File: src/pdt_pkg.sv
// pdt_pkg: shared types, constants and helper functions of the joint pd torque unit
// no dependencies; imported by the interfaces and every module of the block
`timescale 1ns / 1ps

package pdt_pkg;

  localparam int POS_W    = 24;
  localparam int GAIN_W   = 20;
  localparam int FF_W     = 16;
  localparam int STEP_W   = 23;
  localparam int JOINT_W  = 3;
  localparam int CFG_IDX_W = 2;
  localparam int CFG_W    = 23;

  // shared multiplier operand and product widths
  localparam int MUL_A_W  = 25;
  localparam int MUL_B_W  = 21;
  localparam int MUL_P_W  = MUL_A_W + MUL_B_W;

  localparam logic [CFG_IDX_W-1:0] CFG_FILTER_FACTOR   = 2'd0;
  localparam logic [CFG_IDX_W-1:0] CFG_MAX_TARGET_STEP = 2'd1;
  localparam logic [CFG_IDX_W-1:0] CFG_MAX_TORQUE_STEP = 2'd2;

  localparam logic [FF_W-1:0]   FILTER_FACTOR_RST   = 16'd328;
  localparam logic [STEP_W-1:0] MAX_TARGET_STEP_RST = 23'd104858;
  localparam logic [STEP_W-1:0] MAX_TORQUE_STEP_RST = 23'd4096;

  localparam logic ACT_SAMPLE = 1'b0;
  localparam logic ACT_LOAD   = 1'b1;

  typedef enum logic [2:0] {
    S_IDLE,
    S_SEED,
    S_MULF,
    S_FT,
    S_MULP,
    S_MULD,
    S_RAW,
    S_RATE
  } step_t;

  typedef struct packed {
    logic  in_ready;
    step_t step;
  } ctrl_t;

  // clamp a signed value to +-lim, result fits 24 bits signed
  function automatic logic signed [23:0] clamp_lim(input logic signed [25:0] v,
                                                   input logic [STEP_W-1:0] lim);
    logic signed [25:0] hi;
    logic signed [25:0] lo;
    logic signed [25:0] r;
    hi = $signed({3'b000, lim});
    lo = -hi;
    if (v > hi) r = hi;
    else if (v < lo) r = lo;
    else r = v;
    return r[23:0];
  endfunction

  function automatic logic over_lim(input logic signed [25:0] v,
                                    input logic [STEP_W-1:0] lim);
    logic signed [25:0] hi;
    hi = $signed({3'b000, lim});
    return (v > hi) || (v < -hi);
  endfunction

  function automatic logic ovf24(input logic signed [31:0] v);
    return (v > 32'sd8388607) || (v < -32'sd8388608);
  endfunction

  function automatic logic signed [23:0] sat24(input logic signed [31:0] v);
    logic signed [23:0] r;
    if (v > 32'sd8388607) r = 24'sh7FFFFF;
    else if (v < -32'sd8388608) r = 24'sh800000;
    else r = v[23:0];
    return r;
  endfunction

endpackage

File: src/pdt_in_if.sv
// pdt_in_if: input item channel of the joint pd torque unit (valid/ready plus fields)
// depends on pdt_pkg for field widths
`timescale 1ns / 1ps

interface pdt_in_if import pdt_pkg::*; ();
  logic                     valid;
  logic                     ready;
  logic                     action;
  logic [JOINT_W-1:0]       joint;
  logic signed [POS_W-1:0]  position;
  logic signed [POS_W-1:0]  velocity;
  logic signed [POS_W-1:0]  coriolis_torque;
  logic signed [POS_W-1:0]  target_position;
  logic [GAIN_W-1:0]        gain_p;
  logic [GAIN_W-1:0]        gain_d;

  modport source (output valid, action, joint, position, velocity, coriolis_torque,
                  target_position, gain_p, gain_d, input ready);
  modport sink   (input valid, action, joint, position, velocity, coriolis_torque,
                  target_position, gain_p, gain_d, output ready);
endinterface

File: src/pdt_out_if.sv
// pdt_out_if: result item channel of the joint pd torque unit (valid/ready plus fields)
// depends on pdt_pkg for field widths
`timescale 1ns / 1ps

interface pdt_out_if import pdt_pkg::*; ();
  logic                     valid;
  logic                     ready;
  logic [JOINT_W-1:0]       joint_out;
  logic signed [POS_W-1:0]  torque;
  logic                     rate_limited;
  logic                     saturated;

  modport source (output valid, joint_out, torque, rate_limited, saturated, input ready);
  modport sink   (input valid, joint_out, torque, rate_limited, saturated, output ready);
endinterface

File: src/pdt_mul.sv
// pdt_mul: shared signed multiplier with registered product
// depends on pdt_pkg for operand widths
`timescale 1ns / 1ps

module pdt_mul import pdt_pkg::*; (
  input  logic                      clk,
  input  logic signed [MUL_A_W-1:0] a,
  input  logic signed [MUL_B_W-1:0] b,
  output logic signed [MUL_P_W-1:0] prod
);

  always_ff @(posedge clk) begin
    prod <= MUL_P_W'(a) * MUL_P_W'(b);
  end

endmodule

File: src/pdt_ctrl.sv
// pdt_ctrl: sequencer that steps one control sample through the shared multiplier
// depends on pdt_pkg for step_t and ctrl_t
`timescale 1ns / 1ps

module pdt_ctrl import pdt_pkg::*; (
  input  logic  clk,
  input  logic  rst,
  input  logic  in_valid,
  input  logic  sample_ok,
  input  logic  out_free,
  output ctrl_t ctrl
);

  step_t step;
  step_t step_next;

  always_ff @(posedge clk) begin
    if (rst) begin
      step <= S_IDLE;
    end else begin
      step <= step_next;
    end
  end

  always_comb begin
    step_next     = step;
    ctrl.in_ready = (step == S_IDLE);
    ctrl.step     = step;
    unique case (step)
      S_IDLE: begin
        if (in_valid && sample_ok) step_next = S_SEED;
      end
      S_SEED: step_next = S_MULF;
      S_MULF: step_next = S_FT;
      S_FT:   step_next = S_MULP;
      S_MULP: step_next = S_MULD;
      S_MULD: step_next = S_RAW;
      S_RAW:  step_next = S_RATE;
      S_RATE: begin
        if (out_free) step_next = S_IDLE;
      end
      default: step_next = S_IDLE;
    endcase
  end

endmodule

File: src/joint_pd_torque_with_rate_limit_unit.sv
// Per-joint PD torque controller with target smoothing and torque rate limit. A control
// sample is loaded as a result from the rate-limit step, and the sequencer then returns
// to idle, where the next item can be accepted. One shared 25x21 multiplier
// is used three times in sequence (filter factor times target step, stiffness times
// position error, damping times velocity), each product registered, with seed, update,
// sum and rate-limit steps around it. A gain-load item and an item for a joint number at
// or above JOINTS are accepted and give no result. The result sits in an output
// register, so the next item is accepted while it waits; a new sample stalls in its last
// step only if the previous result has still not been taken.
// depends on pdt_pkg, pdt_in_if, pdt_out_if, pdt_mul, pdt_ctrl
`timescale 1ns / 1ps

module joint_pd_torque_with_rate_limit_unit import pdt_pkg::*; #(
  parameter int JOINTS = 7
) (
  input  logic                 clk,
  input  logic                 rst,
  input  logic                 cfg_we,
  input  logic [CFG_IDX_W-1:0] cfg_index,
  input  logic [CFG_W-1:0]     cfg_data,
  pdt_in_if.sink               in_item,
  pdt_out_if.source            out_item
);

  localparam int IDXW = (JOINTS > 1) ? $clog2(JOINTS) : 1;

  // configuration
  logic [FF_W-1:0]   filter_factor;
  logic [STEP_W-1:0] max_target_step;
  logic [STEP_W-1:0] max_torque_step;

  // per-joint state
  logic signed [POS_W-1:0]  ft_mem   [JOINTS];
  logic                     seeded   [JOINTS];
  logic signed [POS_W-1:0]  last_trq [JOINTS];
  logic [GAIN_W-1:0]        kp_mem   [JOINTS];
  logic [GAIN_W-1:0]        kd_mem   [JOINTS];

  // item registers
  logic [IDXW-1:0]          jidx;
  logic [JOINT_W-1:0]       joint_reg;
  logic signed [POS_W-1:0]  pos;
  logic signed [POS_W-1:0]  vel;
  logic signed [POS_W-1:0]  cor;
  logic signed [POS_W-1:0]  tgt;

  // working registers
  logic signed [POS_W-1:0]   ft_cur;
  logic signed [POS_W-1:0]   d_reg;
  logic signed [MUL_P_W-1:0] acc;
  logic signed [POS_W-1:0]   raw_reg;
  logic                      sat_reg;

  // output register
  logic                     out_valid;
  logic [JOINT_W-1:0]       out_joint;
  logic signed [POS_W-1:0]  out_torque;
  logic                     out_limited;
  logic                     out_sat;

  ctrl_t ctrl;
  logic  in_fire;
  logic  joint_ok;
  logic  sample_ok;
  logic  out_free;
  logic [IDXW+JOINT_W-1:0] joint_ext;
  logic [IDXW-1:0]         in_idx;

  logic signed [MUL_A_W-1:0] mul_a;
  logic signed [MUL_B_W-1:0] mul_b;
  logic signed [MUL_P_W-1:0] prod;

  logic signed [POS_W-1:0]   ft0;
  logic signed [25:0]        tdiff;
  logic signed [MUL_P_W-1:0] f_sum;
  logic signed [31:0]        ft_sum;
  logic signed [POS_W-1:0]   ft_new;
  logic signed [MUL_P_W:0]   pd;
  logic signed [MUL_P_W:0]   pd_r;
  logic signed [31:0]        raw_sum;
  logic signed [25:0]        qdiff;
  logic signed [POS_W-1:0]   c_step;
  logic signed [POS_W-1:0]   tq;

  assign joint_ext = {{IDXW{1'b0}}, in_item.joint};
  assign in_idx    = joint_ext[IDXW-1:0];
  assign joint_ok  = {2'b00, in_item.joint} < 5'(JOINTS);
  assign sample_ok = joint_ok && (in_item.action == ACT_SAMPLE);
  assign out_free  = !out_valid || out_item.ready;
  assign in_fire   = in_item.valid && ctrl.in_ready;

  assign in_item.ready = ctrl.in_ready;

  pdt_ctrl u_ctrl (
    .clk       (clk),
    .rst       (rst),
    .in_valid  (in_item.valid),
    .sample_ok (sample_ok),
    .out_free  (out_free),
    .ctrl      (ctrl)
  );

  pdt_mul u_mul (
    .clk  (clk),
    .a    (mul_a),
    .b    (mul_b),
    .prod (prod)
  );

  // shared multiplier operand select
  always_comb begin
    mul_a = '0;
    mul_b = '0;
    unique case (ctrl.step)
      S_MULF: begin
        mul_a = {d_reg[POS_W-1], d_reg};
        mul_b = {5'b00000, filter_factor};
      end
      S_MULP: begin
        mul_a = $signed({ft_cur[POS_W-1], ft_cur}) - $signed({pos[POS_W-1], pos});
        mul_b = {1'b0, kp_mem[jidx]};
      end
      S_MULD: begin
        mul_a = {vel[POS_W-1], vel};
        mul_b = {1'b0, kd_mem[jidx]};
      end
      default: begin
        mul_a = '0;
        mul_b = '0;
      end
    endcase
  end

  // datapath arithmetic
  always_comb begin
    ft0    = seeded[jidx] ? ft_mem[jidx] : pos;
    tdiff  = $signed({{2{tgt[POS_W-1]}}, tgt}) - $signed({{2{ft0[POS_W-1]}}, ft0});
    // round to nearest, ties up: add half then floor shift
    f_sum  = prod + MUL_P_W'(32768);
    ft_sum = $signed({{8{ft_cur[POS_W-1]}}, ft_cur})
           + $signed({{7{f_sum[40]}}, f_sum[40:16]});
    ft_new = sat24(ft_sum);
    pd     = $signed({acc[MUL_P_W-1], acc}) - $signed({prod[MUL_P_W-1], prod});
    pd_r   = pd + (MUL_P_W+1)'(32768);
    raw_sum = $signed({pd_r[MUL_P_W], pd_r[46:16]}) + $signed({{8{cor[POS_W-1]}}, cor});
    qdiff  = $signed({{2{raw_reg[POS_W-1]}}, raw_reg})
           - $signed({{2{last_trq[jidx][POS_W-1]}}, last_trq[jidx]});
    c_step = clamp_lim(qdiff, max_torque_step);
    tq     = sat24($signed({{8{last_trq[jidx][POS_W-1]}}, last_trq[jidx]})
                   + $signed({{8{c_step[POS_W-1]}}, c_step}));
  end

  // configuration registers
  always_ff @(posedge clk) begin
    if (rst) begin
      filter_factor   <= FILTER_FACTOR_RST;
      max_target_step <= MAX_TARGET_STEP_RST;
      max_torque_step <= MAX_TORQUE_STEP_RST;
    end else if (cfg_we) begin
      unique case (cfg_index)
        CFG_FILTER_FACTOR:   filter_factor   <= cfg_data[FF_W-1:0];
        CFG_MAX_TARGET_STEP: max_target_step <= cfg_data[STEP_W-1:0];
        CFG_MAX_TORQUE_STEP: max_torque_step <= cfg_data[STEP_W-1:0];
        default: ;
      endcase
    end
  end

  // per-joint state
  always_ff @(posedge clk) begin
    if (rst) begin
      for (int i = 0; i < JOINTS; i++) begin
        ft_mem[i]   <= '0;
        seeded[i]   <= 1'b0;
        last_trq[i] <= '0;
        kp_mem[i]   <= '0;
        kd_mem[i]   <= '0;
      end
    end else begin
      if (in_fire && joint_ok && (in_item.action == ACT_LOAD)) begin
        kp_mem[in_idx] <= in_item.gain_p;
        kd_mem[in_idx] <= in_item.gain_d;
      end
      if (ctrl.step == S_FT) begin
        ft_mem[jidx] <= ft_new;
        seeded[jidx] <= 1'b1;
      end
      if ((ctrl.step == S_RATE) && out_free) begin
        last_trq[jidx] <= tq;
      end
    end
  end

  // item and working registers
  always_ff @(posedge clk) begin
    if (in_fire) begin
      jidx      <= in_idx;
      joint_reg <= in_item.joint;
      pos       <= in_item.position;
      vel       <= in_item.velocity;
      cor       <= in_item.coriolis_torque;
      tgt       <= in_item.target_position;
    end
    unique case (ctrl.step)
      S_SEED: begin
        ft_cur <= ft0;
        d_reg  <= clamp_lim(tdiff, max_target_step);
      end
      S_FT:   ft_cur <= ft_new;
      S_MULD: acc <= prod;
      S_RAW: begin
        raw_reg <= sat24(raw_sum);
        sat_reg <= ovf24(raw_sum);
      end
      default: ;
    endcase
  end

  // output register
  always_ff @(posedge clk) begin
    if (rst) begin
      out_valid <= 1'b0;
    end else if ((ctrl.step == S_RATE) && out_free) begin
      out_valid <= 1'b1;
    end else if (out_item.ready) begin
      out_valid <= 1'b0;
    end
  end

  always_ff @(posedge clk) begin
    if ((ctrl.step == S_RATE) && out_free) begin
      out_joint   <= joint_reg;
      out_torque  <= tq;
      out_limited <= over_lim(qdiff, max_torque_step);
      out_sat     <= sat_reg;
    end
  end

  assign out_item.valid        = out_valid;
  assign out_item.joint_out    = out_joint;
  assign out_item.torque       = out_torque;
  assign out_item.rate_limited = out_limited;
  assign out_item.saturated    = out_sat;

  // a result is only loaded from the rate-limit step
  a_load_from_rate: assert property (@(posedge clk) disable iff (rst)
    $rose(out_valid) |-> $past(ctrl.step == S_RATE))
    else $error("result loaded outside rate-limit step");

  // a waiting result is never overwritten by the next sample
  a_no_overwrite: assert property (@(posedge clk) disable iff (rst)
    (out_valid && !out_item.ready && (ctrl.step == S_RATE)) |=> (ctrl.step == S_RATE))
    else $error("sequencer left rate-limit step while result was stalled");

  // the filtered-target update always marks the joint seeded
  a_seeded_after_update: assert property (@(posedge clk) disable iff (rst)
    (ctrl.step == S_FT) |=> seeded[jidx])
    else $error("joint not seeded after filtered-target update");

endmodule
File: src/flat_wrapper.sv
// flat-port wrapper written by rule: the top's interface ports become plain ports
module joint_pd_torque_with_rate_limit_unit_flat import pdt_pkg::*;
#(
  parameter int JOINTS = 7
)
  (clk, rst, cfg_we, cfg_index, cfg_data, in_item_valid, in_item_action, in_item_joint, in_item_position, in_item_velocity, in_item_coriolis_torque, in_item_target_position, in_item_gain_p, in_item_gain_d, in_item_ready, out_item_valid, out_item_joint_out, out_item_torque, out_item_rate_limited, out_item_saturated, out_item_ready);
  pdt_in_if in_item_i ();
  pdt_out_if out_item_i ();
  input  logic clk;
  input  logic rst;
  input  logic cfg_we;
  input  logic [CFG_IDX_W-1:0] cfg_index;
  input  logic [CFG_W-1:0] cfg_data;
  input wire logic [$bits(in_item_i.valid)-1:0] in_item_valid;
  input wire logic [$bits(in_item_i.action)-1:0] in_item_action;
  input wire logic [$bits(in_item_i.joint)-1:0] in_item_joint;
  input wire logic [$bits(in_item_i.position)-1:0] in_item_position;
  input wire logic [$bits(in_item_i.velocity)-1:0] in_item_velocity;
  input wire logic [$bits(in_item_i.coriolis_torque)-1:0] in_item_coriolis_torque;
  input wire logic [$bits(in_item_i.target_position)-1:0] in_item_target_position;
  input wire logic [$bits(in_item_i.gain_p)-1:0] in_item_gain_p;
  input wire logic [$bits(in_item_i.gain_d)-1:0] in_item_gain_d;
  output wire logic [$bits(in_item_i.ready)-1:0] in_item_ready;
  output wire logic [$bits(out_item_i.valid)-1:0] out_item_valid;
  output wire logic [$bits(out_item_i.joint_out)-1:0] out_item_joint_out;
  output wire logic [$bits(out_item_i.torque)-1:0] out_item_torque;
  output wire logic [$bits(out_item_i.rate_limited)-1:0] out_item_rate_limited;
  output wire logic [$bits(out_item_i.saturated)-1:0] out_item_saturated;
  input wire logic [$bits(out_item_i.ready)-1:0] out_item_ready;
  assign in_item_i.valid = in_item_valid;
  assign in_item_i.action = in_item_action;
  assign in_item_i.joint = in_item_joint;
  assign in_item_i.position = in_item_position;
  assign in_item_i.velocity = in_item_velocity;
  assign in_item_i.coriolis_torque = in_item_coriolis_torque;
  assign in_item_i.target_position = in_item_target_position;
  assign in_item_i.gain_p = in_item_gain_p;
  assign in_item_i.gain_d = in_item_gain_d;
  assign in_item_ready = in_item_i.ready;
  assign out_item_valid = out_item_i.valid;
  assign out_item_joint_out = out_item_i.joint_out;
  assign out_item_torque = out_item_i.torque;
  assign out_item_rate_limited = out_item_i.rate_limited;
  assign out_item_saturated = out_item_i.saturated;
  assign out_item_i.ready = out_item_ready;
  joint_pd_torque_with_rate_limit_unit #(.JOINTS(JOINTS)) u_core (.clk(clk), .rst(rst), .cfg_we(cfg_we), .cfg_index(cfg_index), .cfg_data(cfg_data), .in_item(in_item_i), .out_item(out_item_i));
endmodule
File: config.mk
export PLATFORM = sky130hd
export DESIGN_NAME = joint_pd_torque_with_rate_limit_unit_flat
export DESIGN_NICKNAME = d
export VERILOG_FILES = /design/src/pdt_pkg.sv /design/src/pdt_in_if.sv /design/src/pdt_out_if.sv /design/src/pdt_mul.sv /design/src/pdt_ctrl.sv /design/src/joint_pd_torque_with_rate_limit_unit.sv /design/src/flat_wrapper.sv
export SDC_FILE = /design/constraint.sdc
export NUM_CORES = 2
export LEC_CHECK = 0
export ABC_AREA = 1
export BUFFER_PORTS_ARGS = -buffer_cell sky130_fd_sc_hd__buf_2
export CORE_MARGIN = 1.5
export CORE_UTILIZATION = 64
export DETAILED_ROUTE_END_ITERATION = 8
export GPL_TIMING_DRIVEN = 1
export PLACE_DENSITY = 0.84
export SLEW_MARGIN = 20
export SYNTH_ARGS = -nofsm -noshare
export SYNTH_HDL_FRONTEND = slang
export SYNTH_SLANG_ARGS = --single-unit
File: constraint.sdc
create_clock -name clk -period 11.5 [get_ports clk]
set_input_delay 1.15 -clock clk [delete_from_list [all_inputs] [get_ports clk]]
set_output_delay 1.15 -clock clk [all_outputs]
set_load 0.01 [all_outputs]
==> summary.md <==
| Metric | Value |
|---|---|
| Status | `complete, no violations` |
| Gr usage total | `0.399` |
| Worst path max stage delay | `approximately 0.94 ns` |
| Initial antenna violation count | `16` |
| Worst slew pin tran | `between 1 and 1.5 ns` |
| Placed cells | `approximately 10000` |
| Fmax | `97.9 MHz` |
| Tcrit/Tclk final | `0.888` |
| Routability cong. | `1.05` |
| Setup TNS | `0 ns` |
| Post-synth EDFFs | `870` |
| Synth Warn # | `0` |
| Worst hold slack | `between 0.4 and 0.5 ns` |
| Vias in the first global route | `63600` |
| CTS root buf | `clkbuf_16` |
| Asr flop ratio synth | `0` |
| Cell area power density | `between 200 and 250 mW/mm2` |
| Worst r2r dst | `u_core.u_mul.prod[45]` |
| DRT Wirelength | `~240000 um` |
| Setup CP Type | `flop to flop` |
| Clk pin slew, worst setup/hold paths | `around 0.060 ns` |
| Crit path launch type | `flop` |
| Flop pwr share | `0.241` |
| Max FO, Critical Path | `roughly 130` |
| Endpoint, Worst Hold | `u_core.acc[10]` |
| Data arrival, critical path | `approximately 11 ns` |
| Detailed Route Iter0 Violations | `7533` |
| Total power | `around 21 mW` |
| Sw Share | `0.485` |
| Cts repair resizes | `0` |
| Register area share after synthesis | `0.393` |
| Synth Flop Type | `edfxtp_1` |
| Dpl hpwl | `roughly 180000 um` |
| Worst min-delay path category | `flop to flop` |
| Cts hold-fix bufs | `0` |
| Sink Count | `1074` |
| Placed instance area | `0.0794 mm2` |
| Via Count | `~64000` |
| Min-Delay Path Depth | `0` |
| CTS H-tree lvls | `3` |
| Min-delay src | `u_core.u_mul.prod[10]` |
| # IOs | `201` |
| Pint | `around 11 mW` |
| Commonest non-fill, non-tap cells in the layout | `nand2_1, inv_1, nor2_1` |
| Fin util | `0.703` |
| CTS Buf Count | `roughly 110` |
| Post-route antenna net violation count | `0` |
| Commonest non-fill, non-tap cell in the layout | `nand2_1` |
| CTS tree | `done` |
| Max Cap Violations | `0` |
| Avg Inst Size Synth | `about 9 um2` |
| CP endpoint kind | `flop` |
| PortBufs | `200` |
| Max-slew violations | `0` |
| Die area | `around 0.12 mm2` |
| Power share of the combinational group | `0.575` |
| Vert. Die Dim | `349 um` |
| Area of the mapped netlist | `between 0.07 and 0.08 mm2` |
| Vias per cell | `approximately 6.1` |
| Switch Pwr | `around 10 mW` |
| Final setup margin | `~1.3 ns` |
| Leak | `about 37 nW` |
| Initial Utilization | `0.648` |
| Clk network pwr share | `0.185` |
| Slowest CP cell | `dfxtp_4` |
| Worst VDD drop | `approximately 250 uV` |
| First-pass GRT wire length | `around 370000 um` |
| Total gr overflow | `0` |
| Layout cells sized above 1 | `0.0723` |
| Slew HR | `0.169` |
| CTS max path bufs | `3` |
| Min Tclk post-route | `just over 10 ns` |
| # setup viols final | `0` |
| RSZ-0062 raised after global routing | `false` |
| Finished Cell Area | `about 0.083 mm2` |
| Yosys reg bits | `1074` |
| Layout Cells excl Fill | `10400` |
| Core box area | `about 0.12 mm2` |
| Layout Skew | `between 0.07 and 0.08 ns` |
| Post-CTS Setup Bufs | `0` |
| Synth Instances | `8577` |
| Reg2Reg Depth | `32` |
| Yosys cell types | `between 70 and 80` |
| DRC | `0` |
| Area growth, synth to finish | `8.49%` |
| Drt first pass iters | `9` |
| Reg2reg setup slack | `1.29 ns` |
| WL/cell | `between 20 and 25 um` |
| Pre-CTS setup slack | `roughly 1.7 ns` |
| Largest registers | `u_core.ft_mem: 192 flops, u_core.last_trq: 192 flops` |
| Row cnt | `about 130` |
| Final hold vios | `0` |
| Clock latency on the worst-skew pair | `between 0.7 and 0.8 ns` |
| Largest net degree at the start of global routing | `around 130` |
| Required time of the critical path | `roughly 12 ns` |
| Fin nets | `~10000` |
| Die X | `approximately 350 um` |
## worst max-delay path, delay by kind of cell, from the launching register on
| kind | cells | cell delay (ns) |
|---|---|---|
| compound gates | 4 | 1.24 |
| xor+xnor | 1 | 0.15 |
| fa+ha+maj | 8 | 4.38 |
| buf+inv | 8 | 1.74 |
| flops | 1 | 0.94 |
| simple gates | 11 | 1.59 |
## synthesized netlist by cell type (8+ instances only)
| cell type | count | area (um2) |
|---|---|---|
| edfxtp_1 | 870 | 26100 |
| ha_1 | 458 | 5730 |
| buf_2 | 94 | 470 |
| nor3_2 | 8 | 80.1 |
| clkinv_1 | 12 | 45.0 |
| dfxtp_1 | 204 | 4080 |
| o31ai_1 | 9 | 67.6 |
| nand4_1 | 46 | 288 |
| o21a_1 | 20 | 150 |
| nand2_1 | 1338 | 5020 |
| mux2i_1 | 92 | 921 |
| o21ai_2 | 10 | 87.6 |
| xnor2_1 | 66 | 578 |
| nor2_2 | 10 | 62.6 |
| nor2_1 | 1141 | 4280 |
| xor2_1 | 174 | 1520 |
| fa_1 | 515 | 10300 |
| o21ai_0 | 648 | 3240 |
| a221o_1 | 15 | 150 |
| nor3_1 | 51 | 255 |
| clkbuf_1 | 216 | 811 |
| a22oi_1 | 20 | 150 |
| a21oi_1 | 496 | 2480 |
| a21o_1 | 23 | 173 |
| o211ai_1 | 36 | 270 |
| a31oi_1 | 48 | 300 |
| buf_4 | 12 | 90.1 |
| o21ai_1 | 15 | 75.1 |
| nand2_2 | 29 | 181 |
| nand3_1 | 208 | 1040 |
| inv_1 | 1333 | 5000 |
| a32o_1 | 16 | 160 |
| nor4_1 | 15 | 93.8 |
| a221oi_1 | 8 | 70.1 |
| buf_1 | 15 | 56.3 |
| o21bai_1 | 18 | 135 |
| o22ai_1 | 103 | 644 |
| or2_2 | 11 | 68.8 |
| a21oi_2 | 20 | 175 |
| o221ai_1 | 57 | 499 |
| inv_2 | 15 | 56.3 |
| a21boi_0 | 11 | 82.6 |
## per-layer routing
layer  up-vias  global-route usage  part of all wire
li1      28400                   -                 -
met1     30100               0.488              0.35
met2      4071               0.622              0.45
met3       969               0.109              0.12
met4         6               0.264             0.078
met5         -                   0           0.00016
## kinds of logic (layout without fill, tap and decap cells)
kind of cell    count (synthesis)  in the layout  synth area share
flops                        1074           1074             0.393
fa+ha+maj                     973            973             0.209
compound gates               1611           1611             0.121
mux                            92             92            0.0120
other cells                     1             55         0.0000488
simple gates                 2884           2884             0.151
buf+inv                      1699           1870            0.0853
xor+xnor                      243            243            0.0280
## power by group through the flow
stage	Combinational (mW)	Clock (mW)	Sequential (mW)
floorplan	8.24	0	4.93
global placement	11.4	0	5.06
detailed placement	11.6	0	5.07
CTS	11.7	3.84	4.99
global route	13.1	3.99	5.02
finish	11.9	3.84	5.00
## worst max-delay path by stage
| stage | endpoint | from | slack [ns] |
|---|---|---|---|
| floorplan | u_core.u_mul.prod[44] | u_core.ft_cur[0] | 3.12 |
| global placement | u_core.u_mul.prod[42] | flop | 1.83 |
| detailed placement | u_core.u_mul.prod[42] | flop | 1.72 |
| CTS | u_core.u_mul.prod[42] | flop | 1.66 |
| global route | u_core.last_trq[7][10] | flop | 0.67 |
| finish | u_core.u_mul.prod[45] | flop | 1.29 |
## cell type report
type                       count  area, um2
multi-input combinational   5843      40300
fill                        9091      35200
sequential                  1074      30200
inverter                    1360       5120
clock buffer                 148       3020
tap                         1600       2000
timing repair buffer         299       1770
clock inverter                63        873
antenna                       15       37.5
Power figures use the tool's default switching activity.
